File: src/rtl/gpsc_pkg.sv
package gpsc_pkg;

  localparam int unsigned Ports = 4;
  localparam int unsigned PortW = 2;
  localparam int unsigned PakBytes = 32768;
  localparam int unsigned PakAw = 15;
  localparam int unsigned MemAw = PortW + PakAw;
  localparam int unsigned BlockBytes = 32;
  localparam int unsigned FrameDepth = BlockBytes + 3;

  localparam logic [7:0] CmdStatus = 8'h00;
  localparam logic [7:0] CmdPoll = 8'h01;
  localparam logic [7:0] CmdRead = 8'h02;
  localparam logic [7:0] CmdWrite = 8'h03;
  localparam logic [7:0] CmdReset = 8'hff;

  typedef enum logic [3:0] {
    StIdle,
    StClear,
    StDecode,
    StAcrc,
    StStatus,
    StPoll,
    StRdFetch,
    StRdWait,
    StRdEmit,
    StRdCrc,
    StWrFetch,
    StWrStep,
    StWrEmit,
    StNoResp
  } state_e;

  // one shift step of the address check (poly 0x15)
  function automatic logic [4:0] acrc_step(logic [4:0] c, logic b);
    logic [4:0] n;
    n = {c[3:0], b};
    if (c[4]) n = n ^ 5'h15;
    return n;
  endfunction

  // one byte (8 steps) of the data check (poly 0x85)
  function automatic logic [7:0] dcrc_byte(logic [7:0] c, logic [7:0] d);
    logic [7:0] n;
    n = c;
    for (int b = 7; b >= 0; b--) begin
      n = n[7] ? ({n[6:0], d[b]} ^ 8'h85) : {n[6:0], d[b]};
    end
    return n;
  endfunction

endpackage

File: src/rtl/gpsc_crc_unit.sv
module gpsc_crc_unit (
  input  logic       clk_i,
  input  logic       rst_ni,
  input  logic       clr_i,
  input  logic       byte_en_i,
  input  logic [7:0] byte_i,
  input  logic       bit_en_i,
  input  logic       bit_i,
  output logic [7:0] dcrc_o,
  output logic [4:0] acrc_o
);

  logic [7:0] dcrc_q, dcrc_d;
  logic [4:0] acrc_q, acrc_d;

  always_comb begin
    dcrc_d = dcrc_q;
    acrc_d = acrc_q;
    if (clr_i) begin
      dcrc_d = '0;
      acrc_d = '0;
    end else begin
      if (byte_en_i) dcrc_d = gpsc_pkg::dcrc_byte(dcrc_q, byte_i);
      if (bit_en_i) acrc_d = gpsc_pkg::acrc_step(acrc_q, bit_i);
    end
  end

  always_ff @(posedge clk_i or negedge rst_ni) begin
    if (!rst_ni) begin
      dcrc_q <= '0;
      acrc_q <= '0;
    end else begin
      dcrc_q <= dcrc_d;
      acrc_q <= acrc_d;
    end
  end

  assign dcrc_o = dcrc_q;
  assign acrc_o = acrc_q;

endmodule

File: config.mk
export PLATFORM = sky130hd
export DESIGN_NAME = gpsc_crc_unit
export DESIGN_NICKNAME = d
export VERILOG_FILES = /design/src/rtl/gpsc_pkg.sv /design/src/rtl/gpsc_crc_unit.sv
export SDC_FILE = /design/constraint.sdc
export NUM_CORES = 1
export LEC_CHECK = 0
export ABC_AREA = 1
export ABC_CLOCK_PERIOD_IN_PS = 3300
export BUFFER_PORTS_ARGS = -buffer_cell sky130_fd_sc_hd__clkbuf_2
export CAP_MARGIN = 40
export CORE_AREA = 2 2 48 46
export DETAILED_ROUTE_END_ITERATION = 10
export DIE_AREA = 0 0 50 48
export HOLD_SLACK_MARGIN = 0.03
export PLACE_DENSITY = 0.79
export SLEW_MARGIN = 20
export SYNTH_ARGS = -nofsm -noshare
export SYNTH_HDL_FRONTEND = slang
export SYNTH_SLANG_ARGS = --single-unit
File: constraint.sdc
create_clock -name clk_i -period 3.3 [get_ports clk_i]
set_input_delay 0 -clock clk_i [delete_from_list [all_inputs] [get_ports clk_i]]
set_output_delay 0 -clock clk_i [all_outputs]
set_load 0.02 [all_outputs]
# Word level (Yosys, flattened, before mapping)

Cells that the tools add are included.

Bits in registers: 13
Output and inout port bits: 13
Word-level logic and storage cells: 26

Mux-type cells: 13
Bitwise logic cells: 9
Reductions and logical operators: 2

Operators with widths:

| cell               | number |
|---|---|
| two-way mux 8 bit  | 10 |
| inverter 3 bit     | 9 |
| two-way mux 5 bit  | 3 |
| nonzero test 2 bit | 2 |

# Depth between registers and ports, before layout

Gate-level depths: netlist of run 1.

Depth after elaboration: 18
Depth in mapped cells: 15

# Least setup slack after synthesis of run 1

Ideal clock, no wire load.

Path kind: flip-flop to flip-flop
From: register dcrc_q[7] (netlist: dcrc_o[7])
To: register dcrc_q[2] (netlist: dcrc_o[2])
Arrival: 1.638 ns
Data required time: 3.182 ns
Setup slack: 1.544 ns
Cell stages (with the launch flop): 15
Buffers on the path: 1
Period minus slack after synthesis: 1.756 ns
Cells stage by stage: dfrtp_1 buf_6 inv_4 nand2_1 nand3_4 nand3_1 nand3_4 nand2_4 nand2_4 nand2_2 nand2_1 nand2_1 nand3b_1 nand3_1 nand2_1

Longest elaborated chain between the ends: 11
Elaborated cells between the ends (all ways): 13

Ends and longest elaborated chain:

| item                                                                        | RTL line            | text |
|---|---|---|
| start: declaration                                                          | gpsc_crc_unit.sv:13 | `logic [7:0] dcrc_q, dcrc_d;` |
| start signal: assignment                                                    | gpsc_crc_unit.sv:33 | `dcrc_q <= dcrc_d;` |
| two-way mux 8 bit * (7 in a row)                                            | gpsc_pkg.sv:47      | `n = n[7] ? ({n[6:0], d[b]} ^ 8'h85) : {n[6:0], d[b]};` |
| inverter 3 bit (no source line) / two-way mux 8 bit (equally long branches) | --                  |  |
| two-way mux 8 bit *                                                         | gpsc_pkg.sv:47      |  |
| two-way mux 8 bit *                                                         | gpsc_crc_unit.sv:23 | `if (byte_en_i) dcrc_d = gpsc_pkg::dcrc_byte(dcrc_q, byte_i);` |
| two-way mux 8 bit *                                                         | gpsc_crc_unit.sv:19 | `if (clr_i) begin` |

Every way passes the cells marked *; elsewhere a longest branch is shown, timed or not. The select of a mux whose other input is x is not followed.
A chain may end at the register's enable or synchronous reset.

# Worst setup path in the final report of run 1

Ends and elaborated chain as after synthesis.

==> results of run 1 <==
cell type report:
| type | instances | area, µm² | share of cell area (%) |
|---|---|---|---|
| sequential | 13 | 325 | 27.6 |
| inverter | 16 | 62.6 | 5.31 |
| timing repair buffer | 28 | 150 | 12.8 |
| tap | 25 | 31.3 | 2.66 |
| multi-input combinational | 82 | 582 | 49.4 |
| clock buffer | 4 | 26.3 | 2.23 |
worst reg2reg max path, delay by kind of cell, from the launching register on:
| kind | cells | cell delay [ps] |
|---|---|---|
| and+or+nand+nor | 12 | 1250 |
| DFF | 1 | 530 |
cell usage after synthesis:
| cell type | number | area [µm²] |
|---|---|---|
| nand3_1 | 16 | 80.1 |
| nand3b_1 | 2 | 15.0 |
| xnor2_1 | 9 | 78.8 |
| xnor2_4 | 1 | 27.5 |
| inv_4 | 1 | 6.26 |
| dfrtp_1 | 13 | 325 |
| nand2_2 | 6 | 37.5 |
| o22ai_1 | 5 | 31.3 |
| o21ai_0 | 2 | 10.0 |
| buf_6 | 1 | 11.3 |
| nand3_4 | 5 | 87.6 |
| nor2_1 | 3 | 11.3 |
| inv_1 | 15 | 56.3 |
| nand2_1 | 18 | 67.6 |
| a21oi_1 | 1 | 5.00 |
| nand3_2 | 2 | 20.0 |
| xor2_1 | 5 | 43.8 |
| o21ai_1 | 2 | 10.0 |
| nand2_4 | 5 | 56.3 |
flip-flops by register name, indices dropped and copies added (netlist names):
signal  count
dcrc_o      8
acrc_o      5
power by group:
group / internal (W) / switching [W] / leakage, nW / total [W]
Combinational: 0.000379 / 0.000594 / 0.405 / 0.000974
Sequential: 0.000202 / 0.0000616 / 0.172 / 0.000263
Clock: 0.0000469 / 0.0000508 / 0.0150 / 0.0000977
Total: 0.000628 / 0.000707 / 0.593 / 0.00133
metrics by stage:
stage	hold WS, ps	setup WS (ps)
finish	34.6	1410
floorplan	-296	1540
global placement	-89.2	1550
global route	46.4	1270
detailed placement	-95.0	1440
CTS	30.3	1420
path summary, 6_finish.rpt:
path                                       startpoint                    end  slack [ps]  cells past startpoint
worst max-delay path            dcrc_o[7]$_DFFE_PN0P_  dcrc_o[2]$_DFFE_PN0P_        1410                     12
worst min-delay path                        byte_i[0]  dcrc_o[0]$_DFFE_PN0P_          30                      4
worst max register to register  dcrc_o[7]$_DFFE_PN0P_  dcrc_o[2]$_DFFE_PN0P_        1410                     12
worst min register to register  acrc_o[0]$_DFFE_PN0P_  acrc_o[0]$_DFFE_PN0P_         570                      2
max in group asynchronous                      rst_ni  dcrc_o[6]$_DFFE_PN0P_        2920                      2
min in group asynchronous                      rst_ni  acrc_o[1]$_DFFE_PN0P_         140                      2
cell families after synthesis:
family / Yosys count / synth area share, %
AO/OA/AOI/OAI: 10 / 5.74
AND/OR/NAND/NOR: 57 / 38.3
flip-flops: 13 / 33.2
buffers and inverters: 17 / 7.53
XOR/XNOR: 15 / 15.3
timing repair:
action / CTS / global route
setup buffers: 0 / 0
hold endpoints to repair: 14 / 0
hold buffers: 2 / 0
resized for setup: 0 / 0
per-layer routing:
layer  GRT usage, %  vias to the layer above
li1               -                      428
met1           25.4                      394
met2           38.9                       26
met3           4.69                        2
met4           6.67                        0
met5              0                        -
==> flow_metrics.py, run 1 <==
metrics = {
    "layout": {
        "final_core_util_pct": 63.4,
        "final_cells": 168,
        "drive_above_1_share_pct": 34.3,
        "finalNetCount": 158,
        "layout_common_cells": "clkbuf_2, nand2_1, nand3_1",
        "antenna_cells": 0,
        "final_common_cell": "clkbuf_2",
        "design_area_um2": 1180,
        "fill_cells": 163,
        "syn_to_final_growth_pct": 20.0,
    },
    "worst_setup_path": {
        "slowest_stage": "dfrtp_1",
        "critical_path.max_fanout": 7,
        "worstPathBufferInverterCount": 0,
        "required_ps": 3470,
        "worstSetupPathType": "flip-flop to flip-flop",
        "startpoint_type": "flip-flop",
        "crit_family": "simple AND/OR/NAND/NOR gates",
        "cp_common_cell": "nand2_1",
        "endpoint_kind": "flip-flop",
        "worst_ep_arrival_time_ps": 2060,
        "crit_chain": "nand2_1 -> nand3_2 -> nand3_1 -> nand3_4 -> nand2_4 -> nand2_4 -> nand2_2 -> nand2_1 -> nand2_1 -> nand3b_1 -> nand3_1 -> nand2_1",
        "cpPeakStageDelay_ps": 530,
    },
    "timing": {
        "setup_viol": 0,
        "fin_tns_setup_ps": 0,
        "worst_pin_slew_ps": 474,
        "rsz0062_at_grt": "no",
        "drv_slew": 0,
        "fmax_mhz": 529,
        "slew_headroom_pct": 68.3,
        "post-route-period-util_pct": 57.3,
        "fin_skew_ps": 3.71,
        "hold_viol_final": 0,
        "finalCriticalPeriod_ps": 1890,
    },
    "pwr": {
        "peakVddDrop_mv": 0.628,
        "power_w": 0.00133,
        "power.density_nw_per_um2": 1130,
        "leakage_nw": 0.593,
    },
    "flow_run": {
        "cap_viol_max_count": 0,
    },
    "route": {
        "viasPerCell": 5.06,
        "highest_layer": "met4",
        "route.detailed.drc": 0,
        "drt_iter0_drc": 13,
        "wl_met3_um": 101,
        "first_pass_iters": 4,
        "postRouteWirelength_mm": 2.13,
        "ant_nets": 0,
        "via_count": 850,
        "drt-met1-wl_um": 911,
        "route.met2.wl_mm": 1.11,
        "route.detailed.wl_per_inst_um": 12.7,
    },
    "global_routing": {
        "antenna_found_initial": 0,
        "grt_pass1_vias": 786,
        "grt_first_pass_wirelength_mm": 3.62,
        "grt_max_degree": 14,
        "overflow": 0,
        "grt_use_total_pct": 21.2,
    },
    "yosys": {
        "netlist_instances": 112,
        "avgSynthCellArea_um2": 8.76,
        "ys_seq_elements": 13,
        "yosys.cell_types.count": 19,
        "syn_area_um2": 981,
        "synth-warning-count": 0,
        "synth_fp_nets": 126,
        "yosysSeqAreaShare_pct": 33.2,
    },
    "floorplanning": {
        "floorplan.initialDensity_pct": 52.8,
        "num_rows": 15,
        "dieArea_um2": 2400,
        "core_area_um2": 1860,
        "die_h_um": 48,
        "die_x_um": 50,
        "io_pins": 27,
    },
    "place": {
        "port_buffers": 26,
        "dp_cells": 162,
        "place_congestion": 0.879,
        "hpwlAfterDp_mm": 1.68,
        "post_dp_cell_area_um2": 1130,
    },
    "clock_tree": {
        "cts-root-buf": "clkbuf_4",
        "cts_tree": "yes",
        "clock_latency_ps": 270,
        "h-tree-depth": 1,
        "clk_pin_slew_ps": 80,
        "clk_path_buf_depth": 2,
        "clock-sinks": 13,
        "numCtsBuffers": 3,
    },
    "run_status": {
        "status": "completed",
    },
    "hold_path": {
        "hp-class": "input port to flip-flop",
    },
}
Note: power is estimated with default switching activity, not from simulation.
==> run 2: changes to the inputs <==
--- a/config.mk
+++ b/config.mk
@@ -5,15 +5,15 @@
 export SDC_FILE = /design/constraint.sdc
 export NUM_CORES = 1
 export LEC_CHECK = 0
-export ABC_AREA = 1
-export ABC_CLOCK_PERIOD_IN_PS = 3300
+export ABC_AREA = 0
+export ABC_CLOCK_PERIOD_IN_PS = 1850
 export BUFFER_PORTS_ARGS = -buffer_cell sky130_fd_sc_hd__clkbuf_2
 export CAP_MARGIN = 40
-export CORE_AREA = 2 2 48 46
+export CORE_AREA = 2 2 46 44
 export DETAILED_ROUTE_END_ITERATION = 10
-export DIE_AREA = 0 0 50 48
+export DIE_AREA = 0 0 48 46
 export HOLD_SLACK_MARGIN = 0.03
-export PLACE_DENSITY = 0.79
+export PLACE_DENSITY = 0.74
 export SLEW_MARGIN = 20
 export SYNTH_ARGS = -nofsm -noshare
 export SYNTH_HDL_FRONTEND = slang
==> constraint.sdc (replaced) <==
create_clock -name clk_i -period 1.85 [get_ports clk_i]
set_input_delay 0 -clock clk_i [delete_from_list [all_inputs] [get_ports clk_i]]
set_output_delay 0 -clock clk_i [all_outputs]
set_load 0.02 [all_outputs]
==> run 2 against run 1 <==
Compared with the run above: clock power grew 81%; first-iteration DRC count shrank 92%; non-clock buffer count grew 2; cell area shrank 15%; clock skew is essentially flat; synthesized cell count shrank 38%; flip-flop and latch count is the same; fmax grew 8.7%; setup slack lost 1300 ps; area after synthesis shrank 20%.
==> flow_metrics.py, run 2 <==
metrics = {
    "yosys": {
        "synth_area_leaders": "dfrtp_1, xnor2_1, mux2i_1",
        "yosys.cell_types.count": 16,
        "post-synth-top-area-cell": "dfrtp_1",
        "synth_edf_count": 0,
        "synth_fp_nets": 83,
        "synth_ff_type": "dfrtp_1",
        "avgSynthCellArea_um2": 11.3,
        "synth.top_cell.area_share_pct": 41.7,
        "yosysSeqAreaShare_pct": 41.7,
        "synth-warning-count": 0,
        "async_flop_share_pct": 100,
        "syn_area_um2": 781,
        "synthTopCellsByCount": "dfrtp_1, nor2_1, xnor2_1",
        "netlist_instances": 69,
        "ys_seq_elements": 13,
    },
    "timing": {
        "fmax_mhz": 575,
        "hold_ws_ps": 51.1,
        "setup_viol": 0,
        "slew_headroom_pct": 77.5,
        "worst_slack_ps": 111,
        "fin_skew_ps": 3.88,
        "finalCriticalPeriod_ps": 1740,
        "drv_slew": 0,
        "post-route-period-util_pct": 94.0,
        "worst_pin_slew_ps": 337,
        "rsz0062_at_grt": "no",
        "fin_tns_setup_ps": 0,
        "hold_viol_final": 0,
    },
    "floorplanning": {
        "num_rows": 15,
        "die_x_um": 48,
        "core_area_um2": 1780,
        "die_h_um": 46,
        "dieArea_um2": 2210,
        "floorplan.initialDensity_pct": 43.8,
        "io_pins": 27,
    },
    "layout": {
        "syn_to_final_growth_pct": 27.7,
        "layout_common_cells": "clkbuf_2, nor2_1, xnor2_1, dfrtp_1",
        "fill_cells": 156,
        "final_common_cell": "clkbuf_2",
        "largest_register_ffs": 8,
        "finalNetCount": 115,
        "antenna_cells": 0,
        "final_cells": 125,
        "multi_input_area_um2": 440,
        "drive_above_1_share_pct": 38.0,
        "regArea_um2": 327,
    },
    "hold_path": {
        "hold_path.startpoint": "byte_i[2]",
        "hp-class": "input port to flip-flop",
    },
    "worst_setup_path": {
        "slowest_stage": "xnor3_2",
        "worstPathBufferInverterCount": 0,
        "cpPeakStageDelay_ps": 490,
        "critical_path.max_fanout": 5,
        "r2r-start": "dcrc_o[3]$_DFFE_PN0P_",
        "worst_ep_arrival_time_ps": 1900,
        "required_ps": 2010,
        "worstSetupPathType": "flip-flop to flip-flop",
        "crit_chain": "xor2_1 -> xnor3_2 -> mux2i_1 -> mux2_1",
        "crit_path_start": "dcrc_o[3]$_DFFE_PN0P_",
        "startpoint_type": "flip-flop",
        "crit_family": "XOR/XNOR gates",
        "endpoint_kind": "flip-flop",
    },
    "run_status": {
        "status": "completed",
    },
    "global_routing": {
        "antenna_found_initial": 0,
        "grt_first_pass_wirelength_mm": 2.33,
        "grt_pass1_vias": 507,
        "grt_max_degree": 15,
        "overflow": 0,
        "grt_use_total_pct": 15.7,
    },
    "clock_tree": {
        "h-tree-depth": 1,
        "post_cts_buffers": 0,
        "cts_tree": "yes",
        "clock_latency_ps": 270,
        "cts-root-buf": "clkbuf_4",
        "clk_path_buf_depth": 2,
        "clock-sinks": 13,
        "numCtsBuffers": 3,
        "clk_pin_slew_ps": 90,
    },
    "place": {
        "dp_cells": 118,
        "place_ws_ps": 78.0,
        "place_congestion": 0.765,
        "port_buffers": 26,
        "hpwlAfterDp_mm": 1.05,
    },
    "pwr": {
        "power_w": 0.00138,
        "leakage_nw": 0.509,
        "peakVddDrop_mv": 0.773,
        "power.density_nw_per_um2": 1390,
    },
    "route": {
        "via_count": 571,
        "first_pass_iters": 2,
        "route.detailed.wl_per_inst_um": 11.7,
        "ant_nets": 0,
        "postRouteWirelength_mm": 1.46,
        "viasPerCell": 4.57,
        "drt_iter0_drc": 1,
        "route.detailed.drc": 0,
    },
    "flow_run": {
        "cap_viol_max_count": 0,
    },
}
run 2: logic make-up after synthesis:
family / after synthesis / synth area share (%)
mux: 7 / 9.13
flops: 13 / 41.7
compound gates: 6 / 5.77
buf+inv: 4 / 1.92
xor+xnor: 22 / 32.7
simple gates: 17 / 8.82
run 2: what timing repair did:
| action | CTS | global route |
|---|---|---|
| hold buffers | 3 | 0 |
| resized for setup | 0 | 1 |
| endpoints found under the setup margin | 0 | 1 |
| hold endpoints to repair | 15 | 0 |
run 2: path summary, 6_finish.rpt:
kind                                    endpoint  slack [ps]  cells past startpoint
min in group asynchronous  acrc_o[2]$_DFFE_PN0P_         160                      2
max                        dcrc_o[1]$_DFFE_PN0P_         110                      4
min reg2reg                acrc_o[3]$_DFFE_PN0P_         560                      2
max reg2reg                dcrc_o[1]$_DFFE_PN0P_         110                      4
min                        dcrc_o[2]$_DFFE_PN0P_          50                      3
max in group asynchronous  dcrc_o[3]$_DFFE_PN0P_        1420                      2
run 2: tightest hold or removal path, cell delays in order:
cell	delay, ps
clkbuf_2	80
xor2_1	120
a211oi_1	80
run 2: final cells by class:
type                    count  share of cell area, %
well taps                  25                   3.14
inverters                   1                  0.376
flip-flops and latches     13                   32.7
clock inverters             1                  0.502
multi-input cells          52                   44.2
repair buffers             30                   16.8
clock buffers               3                   2.26
run 2: report_power, final:
part	total, W	internal (W)	switching [W]
clock network	0.000177	0.0000800	0.0000970
logic	0.000790	0.000445	0.000345
registers	0.000415	0.000339	0.0000756
total	0.00138	0.000864	0.000517
run 2: metal layers:
| metal | share of wire [%] | GRT usage [%] | routed length, µm | vias up |
|---|---|---|---|---|
| met2 | 48 | 22.9 | 699 | 12 |
| met4 | 1.0 | 8.11 | 15 | 0 |
| met5 | 0 | 0 | 0 | - |
| met3 | 2.5 | 2.38 | 37 | 2 |
| li1 | - | - | - | 291 |
| met1 | 48 | 22.1 | 708 | 266 |
run 2: per-stage QoR:
step                instance area, µm²  utilization [%]
floorplan                          781                -
global placement                   938             52.6
detailed placement                 938             52.6
CTS                                996             55.9
global route                       997             55.9
finish                             997             55.9
==> run 3: changes to the inputs <==
--- a/config.mk
+++ b/config.mk
@@ -7,11 +7,12 @@
 export LEC_CHECK = 0
 export ABC_AREA = 0
 export ABC_CLOCK_PERIOD_IN_PS = 1850
-export BUFFER_PORTS_ARGS = -buffer_cell sky130_fd_sc_hd__clkbuf_2
+export BUFFER_PORTS_ARGS = -buffer_cell sky130_fd_sc_hd__buf_4
 export CAP_MARGIN = 40
 export CORE_AREA = 2 2 46 44
 export DETAILED_ROUTE_END_ITERATION = 10
 export DIE_AREA = 0 0 48 46
+export GPL_TIMING_DRIVEN = 0
 export HOLD_SLACK_MARGIN = 0.03
 export PLACE_DENSITY = 0.74
 export SLEW_MARGIN = 20
==> run 3 against run 2 <==
Compared with the run above: cell area is 7.7% higher; power is 1.8% higher; critical path type unchanged; largest power group unchanged; register-to-register slack got worse by 40 ps; final cell count grew 1.6%; via count up 4.6%.
==> flow_metrics.py, run 3 (synthesis results as in run 2) <==
metrics = {
    "floorplanning": {
        "dieArea_um2": 2210,
        "io_pins": 27,
        "num_rows": 15,
        "die_x_um": 48,
        "die_h_um": 46,
        "floorplan.initialDensity_pct": 43.8,
        "core_area_um2": 1780,
    },
    "layout": {
        "multi_input_area_um2": 448,
        "regArea_um2": 325,
        "syn_to_final_growth_pct": 37.5,
        "fill_cells": 156,
        "antenna_cells": 0,
        "drive_above_1_share_pct": 34.3,
        "final_common_cell": "buf_4",
        "layout_common_cells": "buf_4, nor2_1, dfrtp_1",
        "finalNetCount": 117,
        "largest_register_ffs": 8,
    },
    "place": {
        "hpwlAfterDp_mm": 1.12,
        "port_buffers": 25,
        "place_congestion": 0.770,
        "place_ws_ps": 4.05,
    },
    "worst_setup_path": {
        "worstSetupPathType": "flip-flop to flip-flop",
        "required_ps": 2020,
        "critical_path.max_fanout": 4,
        "startpoint_type": "flip-flop",
        "worst_ep_arrival_time_ps": 1940,
        "endpoint_kind": "flip-flop",
    },
    "pwr": {
        "pwr-share-seq_pct": 29.8,
        "p_sw_share_pct": 36.1,
        "leakage_nw": 0.526,
        "pwr-share-clk_pct": 12.7,
        "p_sw_w": 0.000508,
        "combPwrFrac_pct": 57.6,
        "p_int_w": 0.000899,
        "power.density_nw_per_um2": 1310,
        "peakVddDrop_mv": 0.733,
    },
    "timing": {
        "fin_tns_setup_ps": 0,
        "rsz0062_at_grt": "no",
        "hold_viol_final": 0,
        "drv_slew": 0,
        "finalCriticalPeriod_ps": 1770,
        "slew_headroom_pct": 68.4,
        "post-route-period-util_pct": 95.9,
        "fin_skew_ps": 0.925,
        "worst_slack_ps": 75.7,
        "worst_pin_slew_ps": 475,
        "setup_viol": 0,
        "fmax_mhz": 564,
    },
    "flow_run": {
        "cap_viol_max_count": 0,
    },
    "route": {
        "route.detailed.drc": 0,
        "first_pass_iters": 4,
        "route.detailed.wl_per_inst_um": 12.0,
        "ant_nets": 0,
        "postRouteWirelength_mm": 1.52,
        "drt_iter0_drc": 6,
        "viasPerCell": 4.70,
        "via_count": 597,
    },
    "clock_tree": {
        "clk_pin_slew_ps": 80,
        "numCtsBuffers": 3,
        "cts-root-buf": "clkbuf_4",
        "cts_tree": "yes",
        "clock_latency_ps": 280,
        "h-tree-depth": 1,
        "clock-sinks": 13,
        "clk_path_buf_depth": 2,
    },
    "hold_path": {
        "hp-class": "input port to flip-flop",
    },
    "global_routing": {
        "grt_pass1_vias": 552,
        "overflow": 0,
        "grt_use_total_pct": 17.0,
        "grt_first_pass_wirelength_mm": 2.55,
        "antenna_found_initial": 0,
        "grt_max_degree": 14,
    },
    "run_status": {
        "status": "completed",
    },
}
[run 3: what timing repair did]
action | in CTS | in global routing
buffers inserted | 0 | 0
hold endpoints to repair | 17 | 0
endpoints found under the setup margin | 1 | 0
hold buffers | 4 | 0
resized for setup | 1 | 0
[run 3: worst paths after layout]
path	endpoint	startpoint	cells past startpoint	slack (ps)
max reg2reg	dcrc_o[1]$_DFFE_PN0P_	dcrc_o[5]$_DFFE_PN0P_	4	80
min in group asynchronous	acrc_o[0]$_DFFE_PN0P_	rst_ni	2	100
min reg2reg	acrc_o[3]$_DFFE_PN0P_	acrc_o[2]$_DFFE_PN0P_	2	570
max	dcrc_o[1]$_DFFE_PN0P_	dcrc_o[5]$_DFFE_PN0P_	4	80
min	dcrc_o[2]$_DFFE_PN0P_	byte_i[2]	3	40
max in group asynchronous	acrc_o[2]$_DFFE_PN0P_	rst_ni	2	1590
[run 3: through the flow]
stage               utilization (%)  hold WS (ps)  total power (W)  cell area (µm²)  cells
floorplan                         -          -296          0.00105              781     69
global placement               56.1          -147          0.00122             1000    119
detailed placement             56.1          -146          0.00123             1000    119
CTS                            60.2          35.4          0.00143             1070    127
global route                   60.2          47.6          0.00150             1070    127
finish                         60.2          35.9          0.00141             1070    127
[run 3: metal layers]
layer	GRT usage [%]	up-vias	routed length, µm
met3	3.57	5	58
met4	8.11	0	35
li1	-	295	-
met1	22.6	284	678
met2	26.1	13	748
met5	0	-	0
[run 3: cell type report]
type / count / share of cell area (%)
Sequential cell: 13 / 30.3
Multi-Input combinational cell: 52 / 41.7
Clock buffer: 4 / 2.45
Buffer: 3 / 1.05
Inverter: 1 / 0.350
Timing Repair Buffer: 29 / 21.2
Tap cell: 25 / 2.91
[run 3: critical path, stage by stage (launching register included)]
cell,delay [ps]
dfrtp_1,440
xnor2_2,210
xnor3_2,500
mux2i_1,180
mux2_1,330
[run 3: power by group through the flow]
stage	logic, W	registers (W)	clock network, W
after floorplan	0.000575	0.000476	0
after global placement	0.000800	0.000421	0
after detailed placement	0.000808	0.000422	0
after CTS	0.000823	0.000420	0.000185
after global routing	0.000872	0.000431	0.000198
final	0.000810	0.000419	0.000178
